===== src/design/sync_len_crc_frame_parser_defines.svh =====
// Assertion macros for the sync/length/CRC frame parser.
// Included by the top level; every macro samples on clock and is disabled by reset.
`ifndef SYNC_LEN_CRC_FRAME_PARSER_DEFINES_SVH
`define SYNC_LEN_CRC_FRAME_PARSER_DEFINES_SVH

// Same-cycle implication between two conditions.
`define SLCFP_ASSERT_NOW(label, ante, cons, msg) \
   label: assert property (@(posedge clock) disable iff (reset) (ante) |-> (cons)) \
      else $error(msg);

// Delayed implication: the consequent is checked later than the antecedent.
`define SLCFP_ASSERT_LATER(label, ante, cons, msg) \
   label: assert property (@(posedge clock) disable iff (reset) (ante) |-> ##2 (cons)) \
      else $error(msg);

`endif


===== src/design/slcfp_pkg.sv =====
// Shared types, constants and the CRC-16/Modbus byte update for the frame parser.
// No dependencies; used by every other file of the block but the assertion macro header.
package slcfp_pkg;

   localparam int QUEUE_DEPTH = 2;
   localparam int QPTR_W      = $clog2(QUEUE_DEPTH);
   localparam int QCNT_W      = $clog2(QUEUE_DEPTH + 1);

   localparam int CSR_IDX_W  = 2;
   localparam int CSR_DATA_W = 16;

   localparam logic [CSR_IDX_W-1:0] REG_SYNC_FIRST   = 2'd0;
   localparam logic [CSR_IDX_W-1:0] REG_SYNC_SECOND  = 2'd1;
   localparam logic [CSR_IDX_W-1:0] REG_MAX_BODY_LEN = 2'd2;

   localparam logic [7:0]  SYNC_FIRST_RESET   = 8'd170;
   localparam logic [7:0]  SYNC_SECOND_RESET  = 8'd85;
   localparam logic [15:0] MAX_BODY_LEN_RESET = 16'd512;

   localparam logic [15:0] CRC_INIT = 16'hFFFF;
   localparam logic [15:0] CRC_POLY = 16'hA001;

   typedef enum logic [3:0] {
      PH_SYNC0 = 4'd0,
      PH_SYNC1 = 4'd1,
      PH_CMD   = 4'd2,
      PH_SEQ   = 4'd3,
      PH_LENL  = 4'd4,
      PH_LENH  = 4'd5,
      PH_BODY  = 4'd6,
      PH_CRCL  = 4'd7,
      PH_CRCH  = 4'd8,
      PH_SKIP  = 4'd9
   } phase_type;

   typedef enum logic [2:0] {
      ST_INCOMPLETE = 3'd0,
      ST_BAD_SYNC   = 3'd1,
      ST_OK         = 3'd2,
      ST_CRC_ERR    = 3'd3,
      ST_LEN_ERR    = 3'd4
   } status_type;

   typedef struct packed {
      logic [7:0] data_byte;
      logic       match_first;
      logic       match_second;
   } qitem_type;

   typedef struct packed {
      status_type  status;
      logic [7:0]  frame_cmd;
      logic [7:0]  frame_seq;
      logic [15:0] frame_len;
      logic [7:0]  body_byte;
      logic        body_valid;
   } result_type;

   function automatic logic [15:0] crc16_update(input logic [15:0] crc, input logic [7:0] b);
      logic [15:0] c;
      c = crc ^ {8'h00, b};
      for (int k = 0; k < 8; k++) begin
         c = c[0] ? ((c >> 1) ^ CRC_POLY) : (c >> 1);
      end
      return c;
   endfunction

endpackage


===== src/design/slcfp_front.sv =====
// Front end: accepts input items, tags each byte with its sync matches and queues it.
// Depends on slcfp_pkg for the queue item type and depth.
module slcfp_front (
   input  logic                  clock,
   input  logic                  reset,
   input  logic                  req_valid,
   output logic                  req_stall,
   input  logic [7:0]            req_data_byte,
   input  logic [7:0]            sync_first,
   input  logic [7:0]            sync_second,
   output logic                  q_valid,
   output slcfp_pkg::qitem_type  q_item,
   input  logic                  q_pop
);

   slcfp_pkg::qitem_type                 store_ff [slcfp_pkg::QUEUE_DEPTH];
   logic [slcfp_pkg::QPTR_W-1:0]         wr_ptr_ff, wr_ptr_in;
   logic [slcfp_pkg::QPTR_W-1:0]         rd_ptr_ff, rd_ptr_in;
   logic [slcfp_pkg::QCNT_W-1:0]         count_ff, count_in;
   slcfp_pkg::qitem_type                 tag_item;
   logic                                 push;

   assign req_stall = (count_ff == slcfp_pkg::QCNT_W'(slcfp_pkg::QUEUE_DEPTH));
   assign push      = req_valid && !req_stall;
   assign q_valid   = (count_ff != '0);
   assign q_item    = store_ff[rd_ptr_ff];

   always_comb begin
      tag_item.data_byte    = req_data_byte;
      tag_item.match_first  = (req_data_byte == sync_first);
      tag_item.match_second = (req_data_byte == sync_second);
   end

   always_comb begin
      wr_ptr_in = wr_ptr_ff;
      rd_ptr_in = rd_ptr_ff;
      count_in  = count_ff;
      if (push) begin
         wr_ptr_in = (wr_ptr_ff == slcfp_pkg::QPTR_W'(slcfp_pkg::QUEUE_DEPTH - 1)) ?
                     '0 : wr_ptr_ff + 1'b1;
      end
      if (q_pop) begin
         rd_ptr_in = (rd_ptr_ff == slcfp_pkg::QPTR_W'(slcfp_pkg::QUEUE_DEPTH - 1)) ?
                     '0 : rd_ptr_ff + 1'b1;
      end
      if (push && !q_pop) begin
         count_in = count_ff + 1'b1;
      end else if (!push && q_pop) begin
         count_in = count_ff - 1'b1;
      end
   end

   always_ff @(posedge clock) begin
      if (reset) begin
         wr_ptr_ff <= '0;
         rd_ptr_ff <= '0;
         count_ff  <= '0;
      end else begin
         wr_ptr_ff <= wr_ptr_in;
         rd_ptr_ff <= rd_ptr_in;
         count_ff  <= count_in;
      end
   end

   always_ff @(posedge clock) begin
      if (push) begin
         store_ff[wr_ptr_ff] <= tag_item;
      end
   end

endmodule


===== src/design/slcfp_back.sv =====
// Back end: frame state machine with bytewise CRC and the registered result stage.
// Depends on slcfp_pkg for phase, status and item types and the CRC update.
module slcfp_back (
   input  logic                  clock,
   input  logic                  reset,
   input  logic                  q_valid,
   input  slcfp_pkg::qitem_type  q_item,
   output logic                  q_pop,
   input  logic [15:0]           max_body_len,
   output logic                  rsp_valid,
   input  logic                  rsp_stall,
   output slcfp_pkg::result_type rsp_result
);

   slcfp_pkg::phase_type  phase_ff, phase_in;
   logic [7:0]            cmd_ff, cmd_in;
   logic [7:0]            seq_ff, seq_in;
   logic [15:0]           len_ff, len_in;
   logic [15:0]           count_ff, count_in;
   logic [7:0]            crc_lo_ff, crc_lo_in;
   logic [16:0]           skip_ff, skip_in;
   logic [15:0]           crc_ff, crc_in;
   logic                  rsp_valid_ff, rsp_valid_in;
   slcfp_pkg::result_type result_ff, result_in;

   logic [7:0]            b;
   logic [15:0]           crc_next;
   logic [15:0]           len_full;
   logic [15:0]           count_inc;
   logic [16:0]           skip_dec;
   logic                  frame_end;

   assign q_pop      = q_valid && (!rsp_valid_ff || !rsp_stall);
   assign rsp_valid  = rsp_valid_ff;
   assign rsp_result = result_ff;

   assign b         = q_item.data_byte;
   assign crc_next  = slcfp_pkg::crc16_update(crc_ff, b);
   assign len_full  = {b, len_ff[7:0]};
   assign count_inc = count_ff + 16'd1;
   assign skip_dec  = (skip_ff != '0) ? skip_ff - 17'd1 : skip_ff;

   always_comb begin
      phase_in  = phase_ff;
      cmd_in    = cmd_ff;
      seq_in    = seq_ff;
      len_in    = len_ff;
      count_in  = count_ff;
      crc_lo_in = crc_lo_ff;
      skip_in   = skip_ff;
      crc_in    = crc_ff;
      frame_end = 1'b0;
      result_in = '{status: slcfp_pkg::ST_INCOMPLETE, default: '0};
      case (phase_ff)
         slcfp_pkg::PH_SYNC0: begin
            if (q_item.match_first) begin
               phase_in = slcfp_pkg::PH_SYNC1;
            end
         end
         slcfp_pkg::PH_SYNC1: begin
            if (q_item.match_second) begin
               phase_in = slcfp_pkg::PH_CMD;
               crc_in   = slcfp_pkg::CRC_INIT;
            end else begin
               phase_in = q_item.match_first ? slcfp_pkg::PH_SYNC1 : slcfp_pkg::PH_SYNC0;
               result_in.status = slcfp_pkg::ST_BAD_SYNC;
            end
         end
         slcfp_pkg::PH_CMD: begin
            cmd_in   = b;
            crc_in   = crc_next;
            phase_in = slcfp_pkg::PH_SEQ;
         end
         slcfp_pkg::PH_SEQ: begin
            seq_in   = b;
            crc_in   = crc_next;
            phase_in = slcfp_pkg::PH_LENL;
         end
         slcfp_pkg::PH_LENL: begin
            len_in   = {8'h00, b};
            crc_in   = crc_next;
            phase_in = slcfp_pkg::PH_LENH;
         end
         slcfp_pkg::PH_LENH: begin
            len_in   = len_full;
            crc_in   = crc_next;
            count_in = '0;
            if (len_full > max_body_len) begin
               skip_in  = {1'b0, len_full} + 17'd2;
               phase_in = slcfp_pkg::PH_SKIP;
            end else if (len_full == '0) begin
               phase_in = slcfp_pkg::PH_CRCL;
            end else begin
               phase_in = slcfp_pkg::PH_BODY;
            end
         end
         slcfp_pkg::PH_BODY: begin
            crc_in               = crc_next;
            count_in             = count_inc;
            result_in.body_byte  = b;
            result_in.body_valid = 1'b1;
            if (count_inc >= len_ff) begin
               phase_in = slcfp_pkg::PH_CRCL;
            end
         end
         slcfp_pkg::PH_CRCL: begin
            crc_lo_in = b;
            phase_in  = slcfp_pkg::PH_CRCH;
         end
         slcfp_pkg::PH_CRCH: begin
            result_in.frame_cmd = cmd_ff;
            result_in.frame_seq = seq_ff;
            result_in.frame_len = len_ff;
            result_in.status    = ({b, crc_lo_ff} == crc_ff) ?
                                  slcfp_pkg::ST_OK : slcfp_pkg::ST_CRC_ERR;
            frame_end = 1'b1;
         end
         slcfp_pkg::PH_SKIP: begin
            skip_in = skip_dec;
            if (skip_dec == '0) begin
               result_in.frame_cmd = cmd_ff;
               result_in.frame_seq = seq_ff;
               result_in.status    = slcfp_pkg::ST_LEN_ERR;
               frame_end = 1'b1;
            end
         end
         default: begin
            result_in.status = slcfp_pkg::ST_BAD_SYNC;
            frame_end = 1'b1;
         end
      endcase
      if (frame_end) begin
         phase_in  = slcfp_pkg::PH_SYNC0;
         cmd_in    = '0;
         seq_in    = '0;
         len_in    = '0;
         count_in  = '0;
         crc_lo_in = '0;
         skip_in   = '0;
         crc_in    = slcfp_pkg::CRC_INIT;
      end
   end

   always_comb begin
      if (q_pop) begin
         rsp_valid_in = 1'b1;
      end else if (!rsp_stall) begin
         rsp_valid_in = 1'b0;
      end else begin
         rsp_valid_in = rsp_valid_ff;
      end
   end

   always_ff @(posedge clock) begin
      if (reset) begin
         phase_ff     <= slcfp_pkg::PH_SYNC0;
         cmd_ff       <= '0;
         seq_ff       <= '0;
         len_ff       <= '0;
         count_ff     <= '0;
         crc_lo_ff    <= '0;
         skip_ff      <= '0;
         crc_ff       <= slcfp_pkg::CRC_INIT;
         rsp_valid_ff <= 1'b0;
      end else begin
         rsp_valid_ff <= rsp_valid_in;
         if (q_pop) begin
            phase_ff  <= phase_in;
            cmd_ff    <= cmd_in;
            seq_ff    <= seq_in;
            len_ff    <= len_in;
            count_ff  <= count_in;
            crc_lo_ff <= crc_lo_in;
            skip_ff   <= skip_in;
            crc_ff    <= crc_in;
         end
      end
   end

   always_ff @(posedge clock) begin
      if (q_pop) begin
         result_ff <= result_in;
      end
   end

endmodule


===== src/design/sync_len_crc_frame_parser.sv =====
// Frame parser top level: one result item per input byte, passing through the queue and
// the result register; one item per cycle sustained while rsp_stall is low.
// A two-entry queue decouples the front end from the back end and its result register.
// Synchronous active-high reset restores the sync bytes to 170 and 85, the length limit
// to 512, empties the queue and returns the parser to the hunt for the first sync byte.
`include "sync_len_crc_frame_parser_defines.svh"
module sync_len_crc_frame_parser (
   input  logic                              clock,
   input  logic                              reset,
   input  logic                              req_valid,
   output logic                              req_stall,
   input  logic [7:0]                        req_data_byte,
   output logic                              rsp_valid,
   input  logic                              rsp_stall,
   output logic [2:0]                        rsp_status,
   output logic [7:0]                        rsp_frame_cmd,
   output logic [7:0]                        rsp_frame_seq,
   output logic [15:0]                       rsp_frame_len,
   output logic [7:0]                        rsp_body_byte,
   output logic                              rsp_body_valid,
   input  logic                              csr_valid,
   output logic                              csr_ready,
   input  logic [slcfp_pkg::CSR_IDX_W-1:0]   csr_index,
   input  logic [slcfp_pkg::CSR_DATA_W-1:0]  csr_data
);

   logic [7:0]            sync_first_ff;
   logic [7:0]            sync_second_ff;
   logic [15:0]           max_body_len_ff;
   logic                  q_valid;
   logic                  q_pop;
   slcfp_pkg::qitem_type  q_item;
   slcfp_pkg::result_type result;

   assign csr_ready = 1'b1;

   always_ff @(posedge clock) begin
      if (reset) begin
         sync_first_ff   <= slcfp_pkg::SYNC_FIRST_RESET;
         sync_second_ff  <= slcfp_pkg::SYNC_SECOND_RESET;
         max_body_len_ff <= slcfp_pkg::MAX_BODY_LEN_RESET;
      end else if (csr_valid && csr_ready) begin
         case (csr_index)
            slcfp_pkg::REG_SYNC_FIRST:   sync_first_ff   <= csr_data[7:0];
            slcfp_pkg::REG_SYNC_SECOND:  sync_second_ff  <= csr_data[7:0];
            slcfp_pkg::REG_MAX_BODY_LEN: max_body_len_ff <= csr_data[15:0];
            default: ;
         endcase
      end
   end

   slcfp_front u_front (
      .clock         (clock),
      .reset         (reset),
      .req_valid     (req_valid),
      .req_stall     (req_stall),
      .req_data_byte (req_data_byte),
      .sync_first    (sync_first_ff),
      .sync_second   (sync_second_ff),
      .q_valid       (q_valid),
      .q_item        (q_item),
      .q_pop         (q_pop)
   );

   slcfp_back u_back (
      .clock        (clock),
      .reset        (reset),
      .q_valid      (q_valid),
      .q_item       (q_item),
      .q_pop        (q_pop),
      .max_body_len (max_body_len_ff),
      .rsp_valid    (rsp_valid),
      .rsp_stall    (rsp_stall),
      .rsp_result   (result)
   );

   assign rsp_status     = result.status;
   assign rsp_frame_cmd  = result.frame_cmd;
   assign rsp_frame_seq  = result.frame_seq;
   assign rsp_frame_len  = result.frame_len;
   assign rsp_body_byte  = result.body_byte;
   assign rsp_body_valid = result.body_valid;

   `SLCFP_ASSERT_NOW(a_body_incomplete, rsp_valid && rsp_body_valid, rsp_status == slcfp_pkg::ST_INCOMPLETE, "Body item carries a final status.")
   `SLCFP_ASSERT_NOW(a_len_on_end, rsp_valid && (rsp_frame_len != 16'd0), (rsp_status == slcfp_pkg::ST_OK) || (rsp_status == slcfp_pkg::ST_CRC_ERR), "Frame length shown without a CRC verdict.")
   `SLCFP_ASSERT_NOW(a_body_byte_gated, rsp_valid && !rsp_body_valid, rsp_body_byte == 8'd0, "Body byte set on a non-body item.")
   `SLCFP_ASSERT_LATER(a_result_follows, req_valid && !req_stall, rsp_valid, "Accepted item produced no result in time.")

endmodule


===== config.mk =====
export PLATFORM = sky130hd
export DESIGN_NAME = sync_len_crc_frame_parser
export DESIGN_NICKNAME = d
export VERILOG_FILES = /design/src/design/slcfp_pkg.sv /design/src/design/slcfp_front.sv /design/src/design/slcfp_back.sv /design/src/design/sync_len_crc_frame_parser.sv
export VERILOG_INCLUDE_DIRS = /design/src /design/src/design
export SDC_FILE = /design/constraint.sdc
export NUM_CORES = 1
export LEC_CHECK = 0
export BUFFER_PORTS_ARGS = -buffer_cell sky130_fd_sc_hd__buf_2
export CAP_MARGIN = 20
export CELL_PAD_IN_SITES_DETAIL_PLACEMENT = 1
export CELL_PAD_IN_SITES_GLOBAL_PLACEMENT = 2
export CORE_MARGIN = 10
export CORE_UTILIZATION = 38
export CTS_CLUSTER_DIAMETER = 200
export DETAILED_ROUTE_END_ITERATION = 8
export HOLD_SLACK_MARGIN = 0.12
export PLACE_DENSITY = 0.84
export SLEW_MARGIN = 40
export SYNTH_ARGS = -nofsm -noshare
export SYNTH_HDL_FRONTEND = slang
export SYNTH_SLANG_ARGS = --single-unit

===== constraint.sdc =====
create_clock -name clock -period 4.1 [get_ports clock]
set_input_delay 0.615 -clock clock [delete_from_list [all_inputs] [get_ports clock]]
set_output_delay 0.615 -clock clock [all_outputs]
set_load 0.02 [all_outputs]

==> metrics.yaml <==
die:
  num_rows: 60
  die_h_um: 184
  start_util: 0.383
  die_area_mm2: 0.0339
  coreArea_mm2: 0.0267
  ios: 78
  die_x_um: 184
routing:
  drt-initial-drc-count: 449
  detail-route-antenna-nets: 0
  vias: 8339
  wire_per_inst_um: 19.6
  drcViolationCount: 0
  routed_wl_um: 30000
  viasPerCell: 5.44
  dr.pass1.iters: 4
cts:
  clk_path_buf_depth: 2
  clk_pin_slew_worst_paths_ns: 0.08
  numClockSinks: 195
  clk-insertion-delay-late_ns: 0.45
  cts_root_buf: "clkbuf_16"
  numCtsBuffers: 17
  hold_buffers: 0
  htree_levels: 4
  cts_tree: "built"
pwr:
  ir_drop_mv: 0.233
  p_leak_nw: 4.64
  p_per_area_mw_per_mm2: 504
  power_mw: 5.88
timing:
  setup_tns_ns: 0
  layout_setup_ws_ns: 0.322
  rsz0062_at_grt: "no"
  fmax_mhz: 265
  finClkSkew_ns: 0.0179
  finalCriticalPeriod_ns: 3.78
  slew_viol_final: 0
  setup_violations: 0
  finalCritPeriodShare: 0.922
  finalHoldViolations: 0
  tightest_slew_ns: 0.812
  slew_headroom: 0.458
logic_synthesis:
  syn_avg_cell_area_um2: 9.16
  yosysSeqAreaShare: 0.444
  syn_nets: 1186
  synth_edf_count: 64
  synth_warnings: 0
  ys.flop_type: "dfxtp_1"
  synth_top_area_cell: "dfxtp_1"
  synth.distinct_cells: 67
  netlist_area_mm2: 0.0102
  yosysTopAreaCellShare: 0.256
  synth_seq_cells: 195
  synthArstFlopShare: 0
  synthTopCellsByArea: "dfxtp_1 (26%), edfxtp_1 (19%), mux2i_1 (5.0%)"
  synthCells: 1118
grt:
  grt_antenna_before_repair: 0
  grt_pass1_wl_um: 48000
  grt_pass1_vias: 8642
  grt_overflow: 0
  grt_usage: 0.178
  grt_max_degree: 76
setup_path:
  worstPathRequired_ns: 4.47
  cp.arrival_ns: 4.14
  critical_path.max_fanout: 8
  endpoint_kind: "flip-flop"
  cp-start-kind: "flip-flop"
  path_class: "reg -> reg"
final_layout:
  n_antenna_cell: 0
  fillers: 3131
  final_net_count: 1246
  final_cells: 1532
  drive_gt1_frac: 0.136
  syn2layout_area_growth_pct: 14.1
  final_util: 0.437
outcome:
  status: "complete, no violations"
placed_design:
  place_ws_ns: 0.279
  placed_cells: 1500
  dpl.hpwl_um: 21600
  placement.io_buffers: 76
  gp_congestion: 0.868
worst_hold_path:
  min_path_type: "in -> reg"
flow_run:
  maxCapViolations: 0
==> layout by cell type, fill, tap and decap left out, types with 5 or more instances in the layout <==
| cell | count |
|---|---|
| a211o_1 | 13 |
| a211oi_1 | 9 |
| a21o_1 | 5 |
| a21oi_1 | 62 |
| a22oi_1 | 6 |
| a31oi_1 | 5 |
| and2_1 | 35 |
| and3_1 | 9 |
| buf_2 | 75 |
| buf_4 | 31 |
| clkbuf_16 | 17 |
| clkinv_8 | 5 |
| dfxtp_1 | 130 |
| edfxtp_1 | 64 |
| ha_1 | 36 |
| inv_1 | 56 |
| mux2i_1 | 51 |
| nand2_1 | 88 |
| nand2b_1 | 7 |
| nand3_1 | 18 |
| nand4_1 | 20 |
| nor2_1 | 129 |
| nor2b_1 | 8 |
| nor3_1 | 40 |
| nor3b_1 | 5 |
| nor4_1 | 14 |
| o211ai_1 | 9 |
| o21a_1 | 5 |
| o21ai_0 | 38 |
| o21bai_1 | 14 |
| o31ai_1 | 5 |
| o32ai_1 | 8 |
| or3_1 | 9 |
| xnor2_1 | 54 |
| xor2_1 | 33 |
==> routing by layer <==
layer	global-route usage	share of wire
met1	0.232	0.47
met2	0.298	0.48
met3	0.0325	0.036
met4	0.0452	0.015
met5	0	0
==> where the power goes <==
group          total, mW  internal (mW)  switching [mW]
logic               1.79          0.610            1.18
clock network       1.73          0.833           0.895
registers           2.36           2.29          0.0785
==> flip-flops by register name, summed over array words and instances (netlist names), 2 cells and up, named ones only <==
name               count
u_back.rsp_result     44
u_front.store_ff      20
u_back.skip_ff        17
max_body_len_ff       16
u_back.count_ff       16
u_back.crc_ff         16
u_back.len_ff         16
sync_first_ff          8
sync_second_ff         8
u_back.cmd_ff          8
u_back.crc_lo_ff       8
u_back.seq_ff          8
u_back.phase_ff        4
u_front.count_ff       2
==> per-stage QoR <==
stage	hold slack, ns	instance area (um^2)
after floorplan	0.436	10200
after global placement	0.445	11000
after detailed placement	0.447	11000
after CTS	0.368	11600
after global routing	0.381	11700
final	0.377	11700
==> repair_timing <==
| action | 4_1_cts | 5_1_grt |
|---|---|---|
| endpoints found under the setup margin | 0 | 4 |
| buffers inserted | 0 | 0 |
| gates resized for setup | 0 | 5 |
| hold endpoints to repair | 0 | 0 |
==> cell usage after synthesis (4+ instances only) <==
| library cell | count |
|---|---|
| a211o_1 | 13 |
| a211oi_1 | 9 |
| a21o_1 | 5 |
| a21oi_1 | 62 |
| a22oi_1 | 6 |
| a31oi_1 | 5 |
| and2_1 | 35 |
| and3_1 | 11 |
| buf_2 | 9 |
| clkbuf_1 | 52 |
| dfxtp_1 | 131 |
| edfxtp_1 | 64 |
| ha_1 | 37 |
| inv_1 | 57 |
| mux2i_1 | 51 |
| nand2_1 | 88 |
| nand2b_1 | 7 |
| nand3_1 | 18 |
| nand4_1 | 20 |
| nor2_1 | 130 |
| nor2b_1 | 8 |
| nor3_1 | 40 |
| nor3b_1 | 5 |
| nor4_1 | 15 |
| o211ai_1 | 9 |
| o21a_1 | 5 |
| o21ai_0 | 38 |
| o21bai_1 | 14 |
| o31ai_1 | 5 |
| o32ai_1 | 8 |
| or3_1 | 9 |
| or3b_1 | 4 |
| xnor2_1 | 55 |
| xor2_1 | 33 |
==> layout make-up <==
| cell class | count | area, um^2 | area share |
|---|---|---|---|
| Clock buffer | 17 | 425 | 0.0364 |
| Clock inverter | 15 | 181 | 0.0155 |
| Inverter | 58 | 218 | 0.0186 |
| Multi-Input combinational cell | 798 | 5240 | 0.449 |
| Sequential cell | 195 | 4550 | 0.389 |
| Tap cell | 341 | 427 | 0.0365 |
| Timing Repair Buffer | 108 | 639 | 0.0548 |
==> kinds of logic after synthesis <==
group | share of synthesized area
AND/OR/NAND/NOR | 0.201
AO/OA/AOI/OAI | 0.131
flip-flops | 0.444
buffers and inverters | 0.0484
XOR/XNOR | 0.0797
multiplexers | 0.0510
adder cells (fa/ha/maj) | 0.0452
other | 0.000366
==> worst max-delay path, cell delays in order, from the launching register on <==
cell and delay [ns]:
dfxtp_1 0.40, ha_2 0.24, and3_1 0.24, and3_2 0.24
and3_1 0.23, and3_2 0.26, nand3_1 0.14, xnor2_2 0.18
ha_1 0.31, a21o_1 0.19, a211oi_1 0.22, a21boi_0 0.13
a41o_1 0.23, o31a_1 0.34, a21boi_0 0.16, o21ai_0 0.17
==> path summary, 6_finish.rpt <==
path / startpoint / end / slack, ns / cells after the start
hold / removal: csr_data[9] / max_body_len_ff[9] / 0.38 / 2
setup / recovery: u_back.count_ff[1] / u_back.phase_ff[2] / 0.32 / 15
setup reg to reg: u_back.count_ff[1] / u_back.phase_ff[2] / 0.32 / 15
hold reg to reg: max_body_len_ff[14] / max_body_len_ff[14] / 0.46 / 2
(Power assumes the default switching activity.)
